### src/design/oes_pkg.sv
`default_nettype none
// ----------------------------------------------------------------------------
// oes_pkg
// Shared constants and types for the octal escape sanitizer.
// ----------------------------------------------------------------------------
package oes_pkg;

  localparam logic [7:0] BSL_CH   = 8'h5C;
  localparam logic [7:0] ZERO_CH  = 8'h30;
  localparam logic [7:0] THREE_CH = 8'h33;
  localparam logic [7:0] SEVEN_CH = 8'h37;
  localparam logic [7:0] SPACE_CH = 8'h20;

  localparam int MAX_RESULTS = 4;
  localparam int QUEUE_DEPTH = 4;

  // what is waiting behind a backslash
  typedef enum logic [1:0] {
    HELD_NONE = 2'd0,
    HELD_BSL  = 2'd1,
    HELD_ONE  = 2'd2,
    HELD_TWO  = 2'd3
  } held_t;

  // a group of output words made from one input word
  typedef struct packed {
    logic [MAX_RESULTS-1:0][7:0] bytes;
    logic [1:0]                  last;
    logic                        fin;
  } entry_t;

endpackage
`default_nettype wire

### src/design/oes_front.sv
`default_nettype none
// ----------------------------------------------------------------------------
// oes_front
// Classifies each input word against the held escape window and builds the
// group of output words it releases.
// ----------------------------------------------------------------------------
module oes_front (
  input  wire logic           clk,
  input  wire logic           rst,
  input  wire logic           in_valid,
  output logic                in_ready,
  input  wire logic [7:0]     in_byte,
  input  wire logic           in_final,
  input  wire logic           q_full,
  output logic                q_push,
  output oes_pkg::entry_t     q_data
);

  oes_pkg::held_t held;
  oes_pkg::held_t held_next;
  logic [7:0] d0;
  logic [7:0] d1;
  logic [7:0] d0_next;
  logic [7:0] d1_next;

  logic [oes_pkg::MAX_RESULTS-1:0][7:0] res;
  logic [2:0] n;
  logic [1:0] flush_n;
  logic [2:0][7:0] fl;
  logic is_oct;
  logic is_lead;
  logic accept;

  assign in_ready = !q_full;
  assign accept   = in_valid && in_ready;

  always_comb begin
    res       = '0;
    n         = 3'd0;
    held_next = oes_pkg::HELD_NONE;
    d0_next   = d0;
    d1_next   = d1;
    is_oct    = in_byte inside {[oes_pkg::ZERO_CH:oes_pkg::SEVEN_CH]};
    is_lead   = in_byte inside {[oes_pkg::ZERO_CH:oes_pkg::THREE_CH]};
    case (held)
      oes_pkg::HELD_NONE: begin
        if (in_byte == oes_pkg::BSL_CH) begin
          held_next = oes_pkg::HELD_BSL;
        end else begin
          res[0] = in_byte;
          n      = 3'd1;
        end
      end
      oes_pkg::HELD_BSL: begin
        if (in_byte == oes_pkg::BSL_CH) begin
          res[0] = oes_pkg::BSL_CH;
          res[1] = oes_pkg::BSL_CH;
          n      = 3'd2;
        end else if (is_lead) begin
          d0_next   = in_byte;
          held_next = oes_pkg::HELD_ONE;
        end else begin
          res[0] = oes_pkg::SPACE_CH;
          res[1] = in_byte;
          n      = 3'd2;
        end
      end
      oes_pkg::HELD_ONE: begin
        if (is_oct) begin
          d1_next   = in_byte;
          held_next = oes_pkg::HELD_TWO;
        end else begin
          res[0] = oes_pkg::SPACE_CH;
          res[1] = d0;
          if (in_byte == oes_pkg::BSL_CH) begin
            n         = 3'd2;
            held_next = oes_pkg::HELD_BSL;
          end else begin
            res[2] = in_byte;
            n      = 3'd3;
          end
        end
      end
      oes_pkg::HELD_TWO: begin
        res[1] = d0;
        res[2] = d1;
        if (is_oct) begin
          res[0] = oes_pkg::BSL_CH;
          res[3] = in_byte;
          n      = 3'd4;
        end else begin
          res[0] = oes_pkg::SPACE_CH;
          if (in_byte == oes_pkg::BSL_CH) begin
            n         = 3'd3;
            held_next = oes_pkg::HELD_BSL;
          end else begin
            res[3] = in_byte;
            n      = 3'd4;
          end
        end
      end
      default: begin
      end
    endcase

    // end of string: lone backslash as space, then the held digits
    fl[0]   = oes_pkg::SPACE_CH;
    fl[1]   = d0_next;
    fl[2]   = d1_next;
    flush_n = in_final ? held_next : 2'd0;
    for (int k = 0; k < 3; k++) begin
      if (2'(k) < flush_n) begin
        res[n[1:0]] = fl[k];
        n           = n + 3'd1;
      end
    end

    q_data.bytes = res;
    q_data.last  = 2'(n - 3'd1);
    q_data.fin   = in_final;
    q_push       = accept && (n != 3'd0);
  end

  always_ff @(posedge clk) begin
    if (rst) begin
      held <= oes_pkg::HELD_NONE;
    end else if (accept) begin
      held <= in_final ? oes_pkg::HELD_NONE : held_next;
    end
  end

  always_ff @(posedge clk) begin
    if (accept) begin
      d0 <= d0_next;
      d1 <= d1_next;
    end
  end

endmodule
`default_nettype wire

### src/design/oes_queue.sv
`default_nettype none
// ----------------------------------------------------------------------------
// oes_queue
// Short register queue of word groups between front and back.
// ----------------------------------------------------------------------------
module oes_queue #(
  parameter int DEPTH = oes_pkg::QUEUE_DEPTH
) (
  input  wire logic           clk,
  input  wire logic           rst,
  input  wire logic           push,
  input  wire oes_pkg::entry_t push_data,
  output logic                full,
  input  wire logic           pop,
  output logic                not_empty,
  output oes_pkg::entry_t     head
);

  localparam int PW = (DEPTH > 1) ? $clog2(DEPTH) : 1;
  localparam int CW = $clog2(DEPTH + 1);
  localparam logic [PW-1:0] LAST_PTR = PW'(DEPTH - 1);
  localparam logic [CW-1:0] FULL_CNT = CW'(DEPTH);

  oes_pkg::entry_t slots [DEPTH];
  logic [PW-1:0] wr_ptr;
  logic [PW-1:0] rd_ptr;
  logic [CW-1:0] count;
  logic do_push;
  logic do_pop;

  assign full      = (count == FULL_CNT);
  assign not_empty = (count != '0);
  assign do_push   = push && !full;
  assign do_pop    = pop && not_empty;
  assign head      = slots[rd_ptr];

  always_ff @(posedge clk) begin
    if (rst) begin
      wr_ptr <= '0;
      rd_ptr <= '0;
      count  <= '0;
    end else begin
      if (do_push) begin
        wr_ptr <= (wr_ptr == LAST_PTR) ? '0 : wr_ptr + PW'(1);
      end
      if (do_pop) begin
        rd_ptr <= (rd_ptr == LAST_PTR) ? '0 : rd_ptr + PW'(1);
      end
      if (do_push && !do_pop) begin
        count <= count + CW'(1);
      end else if (do_pop && !do_push) begin
        count <= count - CW'(1);
      end
    end
  end

  always_ff @(posedge clk) begin
    if (do_push) begin
      slots[wr_ptr] <= push_data;
    end
  end

endmodule
`default_nettype wire

### src/design/oes_back.sv
`default_nettype none
// ----------------------------------------------------------------------------
// oes_back
// Takes word groups off the queue and sends them out one word per cycle while out_ready is high.
// ----------------------------------------------------------------------------
module oes_back (
  input  wire logic            clk,
  input  wire logic            rst,
  input  wire logic            q_valid,
  input  wire oes_pkg::entry_t q_head,
  output logic                 q_pop,
  output logic                 out_valid,
  input  wire logic            out_ready,
  output logic [7:0]           out_byte,
  output logic                 run_end,
  output logic                 string_end
);

  oes_pkg::entry_t cur;
  logic cur_valid;
  logic [1:0] idx;
  logic last_word;
  logic take;
  logic done;

  assign last_word  = (idx == cur.last);
  assign take       = cur_valid && out_ready;
  // current group finished or slot empty: load the next one
  assign done       = !cur_valid || (take && last_word);
  assign q_pop      = done && q_valid;

  assign out_valid  = cur_valid;
  assign out_byte   = cur.bytes[idx];
  assign run_end    = last_word;
  assign string_end = last_word && cur.fin;

  always_ff @(posedge clk) begin
    if (rst) begin
      cur_valid <= 1'b0;
      idx       <= 2'd0;
    end else if (done) begin
      cur_valid <= q_valid;
      idx       <= 2'd0;
    end else if (take) begin
      idx <= idx + 2'd1;
    end
  end

  always_ff @(posedge clk) begin
    if (q_pop) begin
      cur <= q_head;
    end
  end

endmodule
`default_nettype wire

### src/design/octal_escape_sanitizer_top.sv
`default_nettype none
// Path: each output word is registered in the word-group queue and then in the output slot.
// Throughput: one input word per cycle; the back end sends one output word per cycle
// while out_ready is high, so the k words released by one input word go out one after another.
// Input stalls only when the word-group queue (QUEUE_DEPTH entries) is full.
// Reset: synchronous, active high; clears the escape window, queue and output slot.
// ----------------------------------------------------------------------------
// octal_escape_sanitizer_top
// Replaces a backslash that starts no valid octal escape or doubled backslash
// by a space, passing all other bytes through in order.
// ----------------------------------------------------------------------------
module octal_escape_sanitizer_top #(
  parameter int QUEUE_DEPTH = oes_pkg::QUEUE_DEPTH
) (
  input  wire logic       clk,
  input  wire logic       rst,
  input  wire logic       in_valid,
  output logic            in_ready,
  input  wire logic [7:0] in_byte,
  input  wire logic       in_final,
  output logic            out_valid,
  input  wire logic       out_ready,
  output logic [7:0]      out_byte,
  output logic            run_end,
  output logic            string_end
);

  oes_pkg::entry_t push_data;
  oes_pkg::entry_t head;
  logic push;
  logic full;
  logic pop;
  logic not_empty;

  oes_front u_front (
    .clk      (clk),
    .rst      (rst),
    .in_valid (in_valid),
    .in_ready (in_ready),
    .in_byte  (in_byte),
    .in_final (in_final),
    .q_full   (full),
    .q_push   (push),
    .q_data   (push_data)
  );

  oes_queue #(
    .DEPTH (QUEUE_DEPTH)
  ) u_queue (
    .clk       (clk),
    .rst       (rst),
    .push      (push),
    .push_data (push_data),
    .full      (full),
    .pop       (pop),
    .not_empty (not_empty),
    .head      (head)
  );

  oes_back u_back (
    .clk        (clk),
    .rst        (rst),
    .q_valid    (not_empty),
    .q_head     (head),
    .q_pop      (pop),
    .out_valid  (out_valid),
    .out_ready  (out_ready),
    .out_byte   (out_byte),
    .run_end    (run_end),
    .string_end (string_end)
  );

endmodule
`default_nettype wire

### config.mk
export PLATFORM = sky130hd
export DESIGN_NAME = octal_escape_sanitizer_top
export DESIGN_NICKNAME = d
export VERILOG_FILES = /design/src/design/oes_pkg.sv /design/src/design/oes_front.sv /design/src/design/oes_queue.sv /design/src/design/oes_back.sv /design/src/design/octal_escape_sanitizer_top.sv
export SDC_FILE = /design/constraint.sdc
export NUM_CORES = 1
export LEC_CHECK = 0
export ABC_CLOCK_PERIOD_IN_PS = 6070
export BUFFER_PORTS_ARGS = -buffer_cell sky130_fd_sc_hd__buf_2
export CAP_MARGIN = 20
export CORE_ASPECT_RATIO = 1.75
export CORE_MARGIN = 2
export CORE_UTILIZATION = 40
export DETAILED_ROUTE_END_ITERATION = 16
export PLACE_DENSITY = 0.64
export SYNTH_ARGS = -nofsm -noshare
export SYNTH_HDL_FRONTEND = slang
export SYNTH_SLANG_ARGS = --single-unit
### constraint.sdc
create_clock -name clk -period 6.07 [get_ports clk]
set_input_delay 0.607 -clock clk [delete_from_list [all_inputs] [get_ports clk]]
set_output_delay 0.607 -clock clk [all_outputs]
set_load 0.005 [all_outputs]
==> flow_metrics.py <==
metrics = {
    "die": {
        "die_w_um": 117,
        "dieHeight_um": 202,
        "core_sq_um": 22100,
        "dieArea_sq_um": 23700,
        "start_util_pct": 40.6,
        "ioPinCount": 25,
        "fp-row-count": 72,
    },
    "layout": {
        "layout.nets": 655,
        "drive_above_1_share_pct": 19.4,
        "area_growth_pct": 12.7,
        "final_cell_area_sq_um": 10100,
        "finalNonFillerCells": 930,
        "fill_cells": 1913,
        "fin_util_pct": 45.8,
        "antenna_cells": 0,
    },
    "clocking": {
        "cts_resized": 0,
        "cts_buffer_depth": 3,
        "hold_buffers": 0,
        "cts_buffers": 18,
        "path_clk_slew_ps": 70,
        "clock-sinks": 203,
        "cts_tree": "built",
        "cts_setup_buffers": 0,
        "root_buffer": "clkbuf_16",
        "worstSkewPairLatency_ps": 470,
        "htree_levels": 1,
    },
    "sta": {
        "worstMarginPinSlew_ps": 1030,
        "hold_slack_ps": 479,
        "clock.fmax_mhz": 188,
        "hold_viol": 0,
        "rsz0062_at_grt": "false",
        "finClkSkew_ps": 8.38,
        "slew_headroom_pct": 30.8,
        "timing.setup.tns_ps": 0,
        "setup_viol": 0,
        "layout_worst_path_cycle_share_pct": 87.5,
        "maxSlewViolCount": 0,
        "min_period_ps": 5310,
    },
    "place": {
        "place_congestion": 0.940,
        "placed_cell_area_sq_um": 9550,
        "hpwlAfterDp_mm": 14.2,
        "port_buffers": 24,
        "place_inst": 900,
    },
    "synthesis": {
        "yosys_most_used_dff": "edfxtp_1",
        "syn-num-nets": 619,
        "ys_async_sr_fraction_pct": 0,
        "synth_top_area_share_pct": 64.0,
        "ys_ff_latch": 203,
        "synthTopCellsByArea": "edfxtp_1 (64%), mux4_2 (11%), nand2_1 (2.7%)",
        "synth.most_common_cell": "edfxtp_1",
        "synth.avg_cell_area_sq_um": 15.2,
        "synth_cells": 588,
        "synth_area_sq_um": 8960,
        "synth-seq-area-share_pct": 66.7,
        "yosys-top-cells-count": "edfxtp_1 (191), nand2_1 (65), mux4_2 (43), nor2_1 (36), inv_1 (30)",
        "synth-warning-count": 0,
        "synth_top_cell_by_area": "edfxtp_1",
        "synth_edf_count": 191,
        "yosysUniqueCellTypes": 49,
    },
    "min_path": {
        "min_path_type": "in2reg",
    },
    "worst_setup_path": {
        "crit_fanout": 10,
        "critical_path.slowest_cell": "or3_1",
        "cp_common_cell": "ha_1",
        "critPathCaptureType": "register",
        "crit_required_ps": 6470,
        "max_stage_delay_ps": 470,
        "crit_arrival_ps": 5710,
        "worstSetupPathType": "in2reg",
        "cp-start-kind": "primary input",
        "cp_cell_sequence": "buf_2 -> or3b_4 -> or2_1 -> nor2_1 -> or3_1 -> ha_1 -> o21ai_0 -> ha_1 -> mux2i_1 -> ha_1 -> mux2_2 -> ha_1 -> o21ai_0 -> a211oi_1 -> a211oi_4 -> ha_1 -> inv_1 -> fa_1 -> xor2_1 -> or3_1 -> a21oi_1",
        "cp_top_family": "adder cells",
        "critical_path_buf_inv_count": 2,
    },
    "global_route": {
        "grt_max_degree": 39,
        "grt_use_total_pct": 17.8,
        "overflow": 0,
        "grt_pass1_vias": 5608,
        "grt_pass1_wl_mm": 31.7,
        "antenna_found_initial": 0,
    },
    "detailed_routing": {
        "vias": 5209,
        "wl_mm": 20.2,
        "drcViolationCount": 0,
        "viasPerCell": 5.60,
        "routedWlPerCell_um": 21.7,
        "drt_iter0_drc": 478,
        "ant_nets": 0,
        "first_pass_iters": 8,
    },
    "job": {
        "maxCapViolations": 0,
    },
    "pwr": {
        "peakVddDrop_mv": 0.236,
        "p_per_area_nw_per_um2": 375,
        "leakage_nw": 3.41,
    },
    "run_status": {
        "status": "completed",
    },
}
report_power, final:
part | switching [mW] | internal [mW]
clock | 0.472 | 0.596
sequential | 0.0849 | 1.86
combinational | 0.408 | 0.374
total | 0.965 | 2.83
layer usage:
layer / global-route usage, % / wire, um / vias up
met5: 0 / 0 / -
met4: 9.83 / 1080 / 0
met3: 2.01 / 707 / 68
met2: 31.7 / 11100 / 178
met1: 20.2 / 7290 / 2625
li1: - / - / 2338
final timing paths:
check	depth (start not counted)	end	slack (ps)	from
max	21	u_queue.count[2]$_SDFFE_PP0P_	760	in_byte[5]
min	2	u_queue.rd_ptr[0]$_SDFFE_PP0P_	480	rst
max reg2reg	19	u_queue.count[2]$_SDFFE_PP0P_	920	u_front.held[0]$_SDFFE_PP0P_
min reg2reg	2	u_queue.count[2]$_SDFFE_PP0P_	540	u_queue.count[2]$_SDFFE_PP0P_
through the flow:
| stage | setup slack (ps) | total power, mW |
|---|---|---|
| 6_report | 760 | 3.79 |
| 5_1_grt | 337 | 3.97 |
| 4_1_cts | 748 | 3.84 |
| 3_5_place_dp | 276 | 2.78 |
| 3_3_place_gp | 487 | 2.74 |
| 2_1_floorplan | 789 | 2.52 |
worst reg2reg max path, stage by stage (launching register included):
cell	delay, ps
dfxtp_1	770
o21ai_0	300
a21oi_1	190
or3_1	200
ha_1	270
o21ai_0	320
ha_1	330
mux2i_1	240
ha_1	270
mux2_2	260
ha_1	190
o21ai_0	70
a211oi_1	100
a211oi_4	260
ha_1	210
inv_1	60
fa_1	380
xor2_1	180
or3_1	310
a21oi_1	150
cells in the final DEF (no fill, tap or decap), drive strengths merged, types with 12 or more instances in the layout:
cell type and count:
inv 30, buf 41, edfxtp 191, mux2i 12, mux4 43, o21ai 32
clkbuf 22, nor2 36, ha 17, dfxtp 12, a21oi 22, nand2 65
state kept, by name, indices dropped and copies added, names as in the netlist:
name              cells
u_back.cur           35
u_queue.wr_ptr        2
u_back.out_valid      1
u_back.idx            2
u_queue.count         3
u_queue.slots       140
u_front.d1            8
u_front.d0            8
u_queue.rd_ptr        2
u_front.held          2
final cells by class:
type / count / area (sq um) / share of cell area, %
Sequential cell: 203 / 5980 / 59.2
Multi-Input combinational cell: 330 / 2790 / 27.6
Clock buffer: 22 / 507 / 5.02
Tap cell: 296 / 370 / 3.67
Timing Repair Buffer: 41 / 298 / 2.95
Inverter: 30 / 113 / 1.11
Clock inverter: 8 / 51.3 / 0.508
logic make-up (layout without fill, tap and decap cells):
group	count (synthesis)	after routing	share of synthesized area, %
AO/OA/AOI/OAI	97	97	7.34
XOR/XNOR	4	4	0.391
adder cells (fa/ha/maj)	18	18	2.60
buffers and inverters	55	101	2.33
flip-flops	203	203	66.7
multiplexers	57	57	12.4
AND/OR/NAND/NOR	154	154	8.25
Note: power is estimated with default switching activity, not from simulation.
